[src/hw/rtl/oaids_pkg.sv]
// ----------------------------------------------------------------------------
// oaids_pkg
// Types, codes and sizes shared by the ordered array list block.
// ----------------------------------------------------------------------------
package oaids_pkg;

  localparam int DEPTH  = 64;
  localparam int DATA_W = 32;
  localparam int IDX_W  = $clog2(DEPTH);
  localparam int CNT_W  = $clog2(DEPTH + 1);
  localparam int ACT_W  = 3;
  localparam int STAT_W = 2;

  typedef enum logic [ACT_W-1:0] {
    ACT_INSERT  = 3'd0,
    ACT_DEL_AT  = 3'd1,
    ACT_DEL_VAL = 3'd2,
    ACT_FIND    = 3'd3,
    ACT_READ    = 3'd4
  } action_t;

  typedef enum logic [STAT_W-1:0] {
    ST_OK    = 2'd0,
    ST_FULL  = 2'd1,
    ST_RANGE = 2'd2
  } status_t;

  typedef enum logic [1:0] {
    S_IDLE,
    S_SCAN,
    S_RESULT
  } state_t;

  typedef struct packed {
    logic [ACT_W-1:0]         action;
    logic [CNT_W-1:0]         position;
    logic signed [DATA_W-1:0] value;
  } in_t;

  typedef struct packed {
    logic [STAT_W-1:0]        status;
    logic                     found;
    logic [IDX_W-1:0]         match_index;
    logic [CNT_W-1:0]         removed;
    logic [CNT_W-1:0]         entry_count;
    logic signed [DATA_W-1:0] read_value;
  } out_t;

endpackage

[src/hw/rtl/ordered_array_insert_delete_search_top.sv]
// ----------------------------------------------------------------------------
// ordered_array_insert_delete_search_top
// Packed list of signed values with insert, delete, search and read actions.
// ----------------------------------------------------------------------------
// Usage:
// Each input transaction on the in_ channel carries one action, a position
// and a value. Exactly one result transaction leaves on the out_ channel for
// every input transaction, in order. The list lives in a single memory with
// one write port and one registered read port, and the entry count in a
// register. Insert and delete-at move entries one per cycle through that
// memory, delete-by-value compacts the list in one pass, and find scans from
// index zero until the first match; errors and unused codes read nothing.
// The read port, one entry per cycle, sets the pace of every walk. One action
// is in work at a time: in_ready is high only while the block is idle, which
// is from the cycle in which the result is first offered.
// Reset clears the count, so the list is empty afterwards; the memory itself
// is not cleared, since only entries below the count are ever read.
// A result waits in the output register while out_ready is low; the block
// still takes and works on the next transaction, and holds that one back
// only when it is finished and the output register is still occupied.
// ----------------------------------------------------------------------------
module ordered_array_insert_delete_search_top (
  input  logic             clk,
  input  logic             rst_n,
  input  logic             in_valid,
  output logic             in_ready,
  input  oaids_pkg::in_t   in_data,
  output logic             out_valid,
  input  logic             out_ready,
  output oaids_pkg::out_t  out_data
);

  localparam int DEPTH  = oaids_pkg::DEPTH;
  localparam int DATA_W = oaids_pkg::DATA_W;
  localparam int IDX_W  = oaids_pkg::IDX_W;
  localparam int CNT_W  = oaids_pkg::CNT_W;
  localparam int ACT_W  = oaids_pkg::ACT_W;

  // List storage: one write and one registered read per cycle.
  logic [DATA_W-1:0] mem [DEPTH];
  logic [DATA_W-1:0] rd_data_r;

  logic              rd_en;
  logic [IDX_W-1:0]  rd_addr;
  logic              wr_en;
  logic [IDX_W-1:0]  wr_addr;
  logic [DATA_W-1:0] wr_data;

  // Control and working registers.
  oaids_pkg::state_t  state_r, state_nxt;
  logic [ACT_W-1:0]   op_r, op_nxt;
  logic [CNT_W-1:0]   pos_r, pos_nxt;
  logic [DATA_W-1:0]  val_r, val_nxt;
  logic [CNT_W-1:0]   ptr_r, ptr_nxt;
  logic [CNT_W-1:0]   left_r, left_nxt;
  logic               dir_dn_r, dir_dn_nxt;
  logic               rd_vld_r, rd_vld_nxt;
  logic [IDX_W-1:0]   rd_idx_r, rd_idx_nxt;
  logic [CNT_W-1:0]   keep_r, keep_nxt;
  logic               found_r, found_nxt;
  logic [IDX_W-1:0]   match_r, match_nxt;
  logic [DATA_W-1:0]  rdval_r, rdval_nxt;
  oaids_pkg::status_t status_r, status_nxt;
  logic [CNT_W-1:0]   removed_r, removed_nxt;
  logic [CNT_W-1:0]   count_r, count_nxt;
  logic               out_valid_r, out_valid_nxt;
  oaids_pkg::out_t    out_data_r, out_data_nxt;

  assign rd_addr   = ptr_r[IDX_W-1:0];
  assign out_valid = out_valid_r;
  assign out_data  = out_data_r;

  always_ff @(posedge clk) begin
    if (wr_en) begin
      mem[wr_addr] <= wr_data;
    end
    if (rd_en) begin
      rd_data_r <= mem[rd_addr];
    end
  end

  always_comb begin
    state_nxt     = state_r;
    op_nxt        = op_r;
    pos_nxt       = pos_r;
    val_nxt       = val_r;
    ptr_nxt       = ptr_r;
    left_nxt      = left_r;
    dir_dn_nxt    = dir_dn_r;
    keep_nxt      = keep_r;
    found_nxt     = found_r;
    match_nxt     = match_r;
    rdval_nxt     = rdval_r;
    status_nxt    = status_r;
    removed_nxt   = removed_r;
    count_nxt     = count_r;
    out_valid_nxt = out_valid_r;
    out_data_nxt  = out_data_r;
    in_ready      = 1'b0;
    rd_en         = 1'b0;
    wr_en         = 1'b0;
    wr_addr       = '0;
    wr_data       = '0;

    if (out_valid_r && out_ready) begin
      out_valid_nxt = 1'b0;
    end

    unique case (state_r)
      oaids_pkg::S_IDLE: begin
        in_ready = 1'b1;
        if (in_valid) begin
          // Latch the transaction and set up the walk through the memory.
          op_nxt      = in_data.action;
          pos_nxt     = in_data.position;
          val_nxt     = in_data.value;
          keep_nxt    = '0;
          found_nxt   = 1'b0;
          match_nxt   = '0;
          rdval_nxt   = '0;
          removed_nxt = '0;
          status_nxt  = oaids_pkg::ST_OK;
          left_nxt    = '0;
          ptr_nxt     = '0;
          dir_dn_nxt  = 1'b0;
          state_nxt   = oaids_pkg::S_SCAN;
          unique case (in_data.action)
            oaids_pkg::ACT_INSERT: begin
              // Fullness is checked before the position.
              if (count_r == CNT_W'(DEPTH)) begin
                status_nxt = oaids_pkg::ST_FULL;
              end else if (in_data.position > count_r) begin
                status_nxt = oaids_pkg::ST_RANGE;
              end else begin
                // Move entries up, starting at the top of the list.
                left_nxt   = count_r - in_data.position;
                ptr_nxt    = count_r - CNT_W'(1);
                dir_dn_nxt = 1'b1;
              end
            end
            oaids_pkg::ACT_DEL_AT: begin
              if (in_data.position >= count_r) begin
                status_nxt = oaids_pkg::ST_RANGE;
              end else begin
                left_nxt = count_r - in_data.position - CNT_W'(1);
                ptr_nxt  = in_data.position + CNT_W'(1);
              end
            end
            oaids_pkg::ACT_DEL_VAL,
            oaids_pkg::ACT_FIND: begin
              left_nxt = count_r;
            end
            oaids_pkg::ACT_READ: begin
              if (in_data.position >= count_r) begin
                status_nxt = oaids_pkg::ST_RANGE;
              end else begin
                left_nxt = CNT_W'(1);
                ptr_nxt  = in_data.position;
              end
            end
            default: ;
          endcase
        end
      end

      oaids_pkg::S_SCAN: begin
        // Issue one read per cycle.
        if (left_r != '0) begin
          rd_en    = 1'b1;
          left_nxt = left_r - CNT_W'(1);
          ptr_nxt  = dir_dn_r ? ptr_r - CNT_W'(1) : ptr_r + CNT_W'(1);
        end

        // Handle the entry read in the previous cycle. Writes always land on
        // an index that is never read again in this pass.
        if (rd_vld_r) begin
          unique case (op_r)
            oaids_pkg::ACT_INSERT: begin
              wr_en   = 1'b1;
              wr_addr = rd_idx_r + IDX_W'(1);
              wr_data = rd_data_r;
            end
            oaids_pkg::ACT_DEL_AT: begin
              wr_en   = 1'b1;
              wr_addr = rd_idx_r - IDX_W'(1);
              wr_data = rd_data_r;
            end
            oaids_pkg::ACT_DEL_VAL: begin
              if (rd_data_r != val_r) begin
                wr_en    = 1'b1;
                wr_addr  = keep_r[IDX_W-1:0];
                wr_data  = rd_data_r;
                keep_nxt = keep_r + CNT_W'(1);
              end
            end
            oaids_pkg::ACT_FIND: begin
              // Stop at the first match; a read already in flight is ignored.
              if (!found_r && rd_data_r == val_r) begin
                found_nxt = 1'b1;
                match_nxt = rd_idx_r;
                left_nxt  = '0;
              end
            end
            oaids_pkg::ACT_READ: begin
              rdval_nxt = rd_data_r;
            end
            default: ;
          endcase
        end

        // Walk finished: place an inserted value and settle the count.
        if (left_r == '0 && !rd_vld_r) begin
          state_nxt = oaids_pkg::S_RESULT;
          if (status_r == oaids_pkg::ST_OK) begin
            unique case (op_r)
              oaids_pkg::ACT_INSERT: begin
                wr_en     = 1'b1;
                wr_addr   = pos_r[IDX_W-1:0];
                wr_data   = val_r;
                count_nxt = count_r + CNT_W'(1);
              end
              oaids_pkg::ACT_DEL_AT: begin
                count_nxt   = count_r - CNT_W'(1);
                removed_nxt = CNT_W'(1);
              end
              oaids_pkg::ACT_DEL_VAL: begin
                count_nxt   = keep_r;
                removed_nxt = count_r - keep_r;
              end
              default: ;
            endcase
          end
        end
      end

      oaids_pkg::S_RESULT: begin
        if (!out_valid_r || out_ready) begin
          out_data_nxt.status      = status_r;
          out_data_nxt.found       = found_r;
          out_data_nxt.match_index = match_r;
          out_data_nxt.removed     = removed_r;
          out_data_nxt.entry_count = count_r;
          out_data_nxt.read_value  = rdval_r;
          out_valid_nxt            = 1'b1;
          state_nxt                = oaids_pkg::S_IDLE;
        end
      end

      default: begin
        state_nxt = oaids_pkg::S_IDLE;
      end
    endcase

    rd_vld_nxt = rd_en;
    rd_idx_nxt = rd_en ? rd_addr : rd_idx_r;
  end

  always_ff @(posedge clk) begin
    if (!rst_n) begin
      state_r     <= oaids_pkg::S_IDLE;
      rd_vld_r    <= 1'b0;
      count_r     <= '0;
      out_valid_r <= 1'b0;
    end else begin
      state_r     <= state_nxt;
      rd_vld_r    <= rd_vld_nxt;
      count_r     <= count_nxt;
      out_valid_r <= out_valid_nxt;
    end
  end

  always_ff @(posedge clk) begin
    op_r       <= op_nxt;
    pos_r      <= pos_nxt;
    val_r      <= val_nxt;
    ptr_r      <= ptr_nxt;
    left_r     <= left_nxt;
    dir_dn_r   <= dir_dn_nxt;
    rd_idx_r   <= rd_idx_nxt;
    keep_r     <= keep_nxt;
    found_r    <= found_nxt;
    match_r    <= match_nxt;
    rdval_r    <= rdval_nxt;
    status_r   <= status_nxt;
    removed_r  <= removed_nxt;
    out_data_r <= out_data_nxt;
  end

endmodule

[config.mk]
export PLATFORM = sky130hd
export DESIGN_NAME = ordered_array_insert_delete_search_top
export DESIGN_NICKNAME = d
export VERILOG_FILES = /design/src/hw/rtl/oaids_pkg.sv /design/src/hw/rtl/ordered_array_insert_delete_search_top.sv
export SDC_FILE = /design/constraint.sdc
export NUM_CORES = 2
export LEC_CHECK = 0
export BUFFER_PORTS_ARGS = -buffer_cell sky130_fd_sc_hd__buf_2
export CAP_MARGIN = 30
export CORE_MARGIN = 1.5
export CORE_UTILIZATION = 35
export CTS_BUF_LIST = sky130_fd_sc_hd__clkbuf_8 sky130_fd_sc_hd__clkbuf_16
export CTS_CLUSTER_SIZE = 28
export DETAILED_ROUTE_END_ITERATION = 10
export PLACE_DENSITY = 0.59
export SYNTH_ARGS = -nofsm -noshare
export SYNTH_HDL_FRONTEND = slang
export SYNTH_SLANG_ARGS = --single-unit
export TNS_END_PERCENT = 1
[constraint.sdc]
create_clock -name clk -period 14.3 [get_ports clk]
set_clock_uncertainty 0.2 [all_clocks]
set_input_delay 0.715 -clock clk [delete_from_list [all_inputs] [get_ports clk]]
set_output_delay 0.715 -clock clk [all_outputs]
set_load 0.02 [all_outputs]
==> results.sh <==
export IMPL_worst_r2r_path_depth=13
export IMPL_netlist_cell_type_count=76
export IMPL_crit_path_start="op_r[2]"
export IMPL_power_density_cell_area_nw_per_um2=143
export IMPL_worstSkewPairLatency_ns=0.86
export IMPL_ys_seq_elements=2262
export IMPL_wire_length_of_the_first_global_routing_pass_um=324000
export IMPL_placement_io_buffers=102
export IMPL_post_synth_edffs=2251
export IMPL_criticalPathCategory="register to register"
export IMPL_cts_htree_levels=4
export IMPL_min_cycle_time_layout_ns=5.56
export IMPL_die_boundary_width_um=504
export IMPL_min_delay_path_depth=1
export IMPL_critical_path_peak_fanout=33
export IMPL_finalCritPeriodShare=0.389
export IMPL_post_synth_top_area_fraction=0.769
export IMPL_tritoncts_num_buffers=225
export IMPL_dieArea_um2=254000
export IMPL_post_cts_setup_buffers=0
export IMPL_critPathCaptureType="register"
export IMPL_run_status="completed"
export IMPL_finalMaxSlewViolations=0
export IMPL_post_synth_top_count_cell="sky130_fd_sc_hd__edfxtp_1"
export IMPL_detail_route_antenna_nets=0
export IMPL_worst_setup_path_start_kind="register"
export IMPL_fp_dieH_um=504
export IMPL_num_io_pins=103
export IMPL_first_global_vias=41300
export IMPL_totalWireLength_um=231000
export IMPL_synth_seq_area_share=0.772
export IMPL_max_clock_freq_ghz=0.180
export IMPL_postSynthCellCount=3748
export IMPL_cap_viol_max_count=0
export IMPL_slew_limit_headroom=0.313
export IMPL_synth_top_area_cell="sky130_fd_sc_hd__edfxtp_1"
export IMPL_finalSetupViolations=0
export IMPL_regToRegStartpoint="op_r[2]"
export IMPL_globalRoute_totalOverflow=0
export IMPL_report_final_hold_viol_count=0
export IMPL_synth_async_sr_flop_share=0
export IMPL_fillers=21700
export IMPL_peakVddDrop_mv=0.134
export IMPL_power_leakage_nw=28.8
export IMPL_slew_at_the_pin_with_the_worst_max_slew_slack_ns=1.03
export IMPL_worst_setup_hold_path_clk_slew_ns=0.06
export IMPL_drt_wirelength_per_cell_um=30.4
export IMPL_yosys_most_used_dff="sky130_fd_sc_hd__edfxtp_1"
export IMPL_rsz_0062_raised_after_global_routing="no"
export IMPL_yosys_warnings=0
export IMPL_initialDrtViolationCount=5398
export IMPL_cts_path_max_buffers=3
export IMPL_setup_worst_path_end="mem[25][22]"
export IMPL_synth_commonest_cells="sky130_fd_sc_hd__edfxtp_1 (2,251), sky130_fd_sc_hd__mux4_2 (661), sky130_fd_sc_hd__clkbuf_1 (119), sky130_fd_sc_hd__nor2_1 (55), sky130_fd_sc_hd__buf_2 (49)"
export IMPL_crit_reg2reg_capture="mem[25][22]"
export IMPL_grt_total_usage=0.180
export IMPL_synth_avg_cell_area_um2=23.4
export IMPL_finalNetCount=4148
export IMPL_timing_reg2reg_setup_slack_ns=8.74
export IMPL_share_of_post_route_cells_with_drive_strength_above_1=0.320
export IMPL_totalNegativeSetupSlack_ns=0
export IMPL_detailedPlacementHpwl_um=131000
export IMPL_antenna_found_initial=13
export IMPL_cp_arrival_ns=5.91
export IMPL_min_path_type="input pin to register"
export IMPL_mappedNetlistNets=3826
export IMPL_crit_required_ns=14.64
export IMPL_total_power_mw=14.5
export IMPL_detail_route_first_pass_iterations=5
export IMPL_cts_sink_count=2262
export IMPL_ctsRootBufferMaster="sky130_fd_sc_hd__clkbuf_16"
export IMPL_rows=183
export IMPL_syn_area_um2=87900
export IMPL_finalWeightedCongestion=0.876
export IMPL_drc=0
export IMPL_core_um2=249000
export IMPL_synth_top_cells_by_area="sky130_fd_sc_hd__edfxtp_1 (77%), sky130_fd_sc_hd__mux4_2 (17%), sky130_fd_sc_hd__clkbuf_1 (0.51%)"
export IMPL_maximum_number_of_pins_on_one_net_before_global_route_repair=125
export IMPL_dr_total_vias=41800
export IMPL_area_growth_pct=15.4
export IMPL_tritoncts="done"
export IMPL_initial_core_util=0.353
export IMPL_vias_per_cell=5.51
## cell type report
cell class,instances,area [µm²],area share
clock buffers,227,5680,0.0560
flip-flops and latches,2262,67800,0.669
inverters,34,128,0.00126
clock inverters,193,1550,0.0152
diodes,3,7.51,0.0000740
repair buffers,286,2470,0.0244
well taps,3330,4170,0.0411
multi-input cells,1261,19600,0.193
## stage by stage
stage | instance area [µm²] | setup WS [ns] | util | instances | hold slack [ns]
floorplan | 87900 | 7.83 | - | 3748 | 0.200
global placement | 93200 | 8.49 | 0.374 | 7104 | 0.200
detailed placement | 93600 | 8.83 | 0.376 | 7123 | 0.205
CTS | 101000 | 8.81 | 0.406 | 7583 | 0.00341
global route | 101000 | 8.43 | 0.407 | 7595 | 0.000779
finish | 101000 | 8.74 | 0.407 | 7596 | 0.0381
## how the worst min path moves through the flow
stage / from / to / slack (ns)
2_1_floorplan: rdval_r[0] / out_data[0] / 0.20
4_1_cts: in_data[3] / val_r[3] / 0.003
3_5_place_dp: rdval_r[21] / out_data[21] / 0.20
5_1_grt: in_data[3] / val_r[3] / 0.0008
6_report: in_data[3] / val_r[3] / 0.04
3_3_place_gp: rdval_r[10] / out_data[10] / 0.20
## what timing repair did
item                      CTS  global route
resized for setup           0             0
hold buffers               40             0
hold endpoints to repair   41             0
## cell usage in the layout, fill, tap and decap left out, drive strengths merged, types with 8 or more instances in the layout
master / Yosys / final
xor2: 42 / 42
edfxtp: 2251 / 2251
nor2: 55 / 55
o22ai: 9 / 9
and2: 41 / 41
nor4: 16 / 16
nor2b: 13 / 13
xnor2: 26 / 26
a22oi: 16 / 16
o21ai: 44 / 44
clkbuf: 119 / 227
mux2i: 12 / 12
a22o: 35 / 35
nand2: 46 / 46
nand2b: 11 / 11
dfxtp: 11 / 11
a21o: 11 / 11
inv: 33 / 83
bufinv: 0 / 20
mux4: 661 / 661
buf: 72 / 246
ha: 28 / 28
a21oi: 26 / 26
nor3: 53 / 53
clkinv: 1 / 118
dlygate4sd3: 0 / 40
and3: 8 / 8
mux2: 11 / 11
nand3: 19 / 19
## critical path, stage by stage, from the launching register on
cell and delay [ns]:
sky130_fd_sc_hd__edfxtp_1 0.45, sky130_fd_sc_hd__nor2_1 0.12, sky130_fd_sc_hd__nand2_1 0.22, sky130_fd_sc_hd__clkinv_1 0.33, sky130_fd_sc_hd__ha_1 0.46, sky130_fd_sc_hd__nand3_1 0.09, sky130_fd_sc_hd__o2111ai_1 0.23, sky130_fd_sc_hd__xnor2_1 0.10
sky130_fd_sc_hd__a22oi_1 0.38, sky130_fd_sc_hd__a21boi_4 0.25, sky130_fd_sc_hd__buf_4 0.58, sky130_fd_sc_hd__nand4_1 0.88, sky130_fd_sc_hd__nor2_4 0.61, sky130_fd_sc_hd__buf_12 0.26
## power by group
part / internal (mW) / leakage, nW / switching (mW)
clock network: 3.24 / 3.73 / 2.52
logic: 0.605 / 6.80 / 0.764
registers: 7.28 / 18.3 / 0.0399
## logic make-up after synthesis
logic type	count (synthesis)	synth area share
DFF	2262	0.772
muxes	684	0.172
and+or+nand+nor	297	0.0191
buffers and inverters	225	0.0105
AOI/OAI and AO/OA	180	0.0146
xor gates and xnor gates	68	0.00678
adders and majority gates	32	0.00490
## per-layer routing
| layer | vias up | track usage | wire, µm |
|---|---|---|---|
| met5 | - | 0 | 0 |
| met4 | 0 | 0.0429 | 4350 |
| met3 | 278 | 0.0265 | 16700 |
| met2 | 1809 | 0.292 | 113000 |
| met1 | 23000 | 0.255 | 96800 |
| li1 | 16700 | - | - |
## registers in the layout (all words and copies together) (netlist names), 7 cells and up
signal     count
rdval_r       32
val_r         32
count_r        7
removed_r      7
mem         2048
rd_data_r     32
left_r         7
out_data      55
keep_r         7
Note: power is estimated with default switching activity, not from simulation.
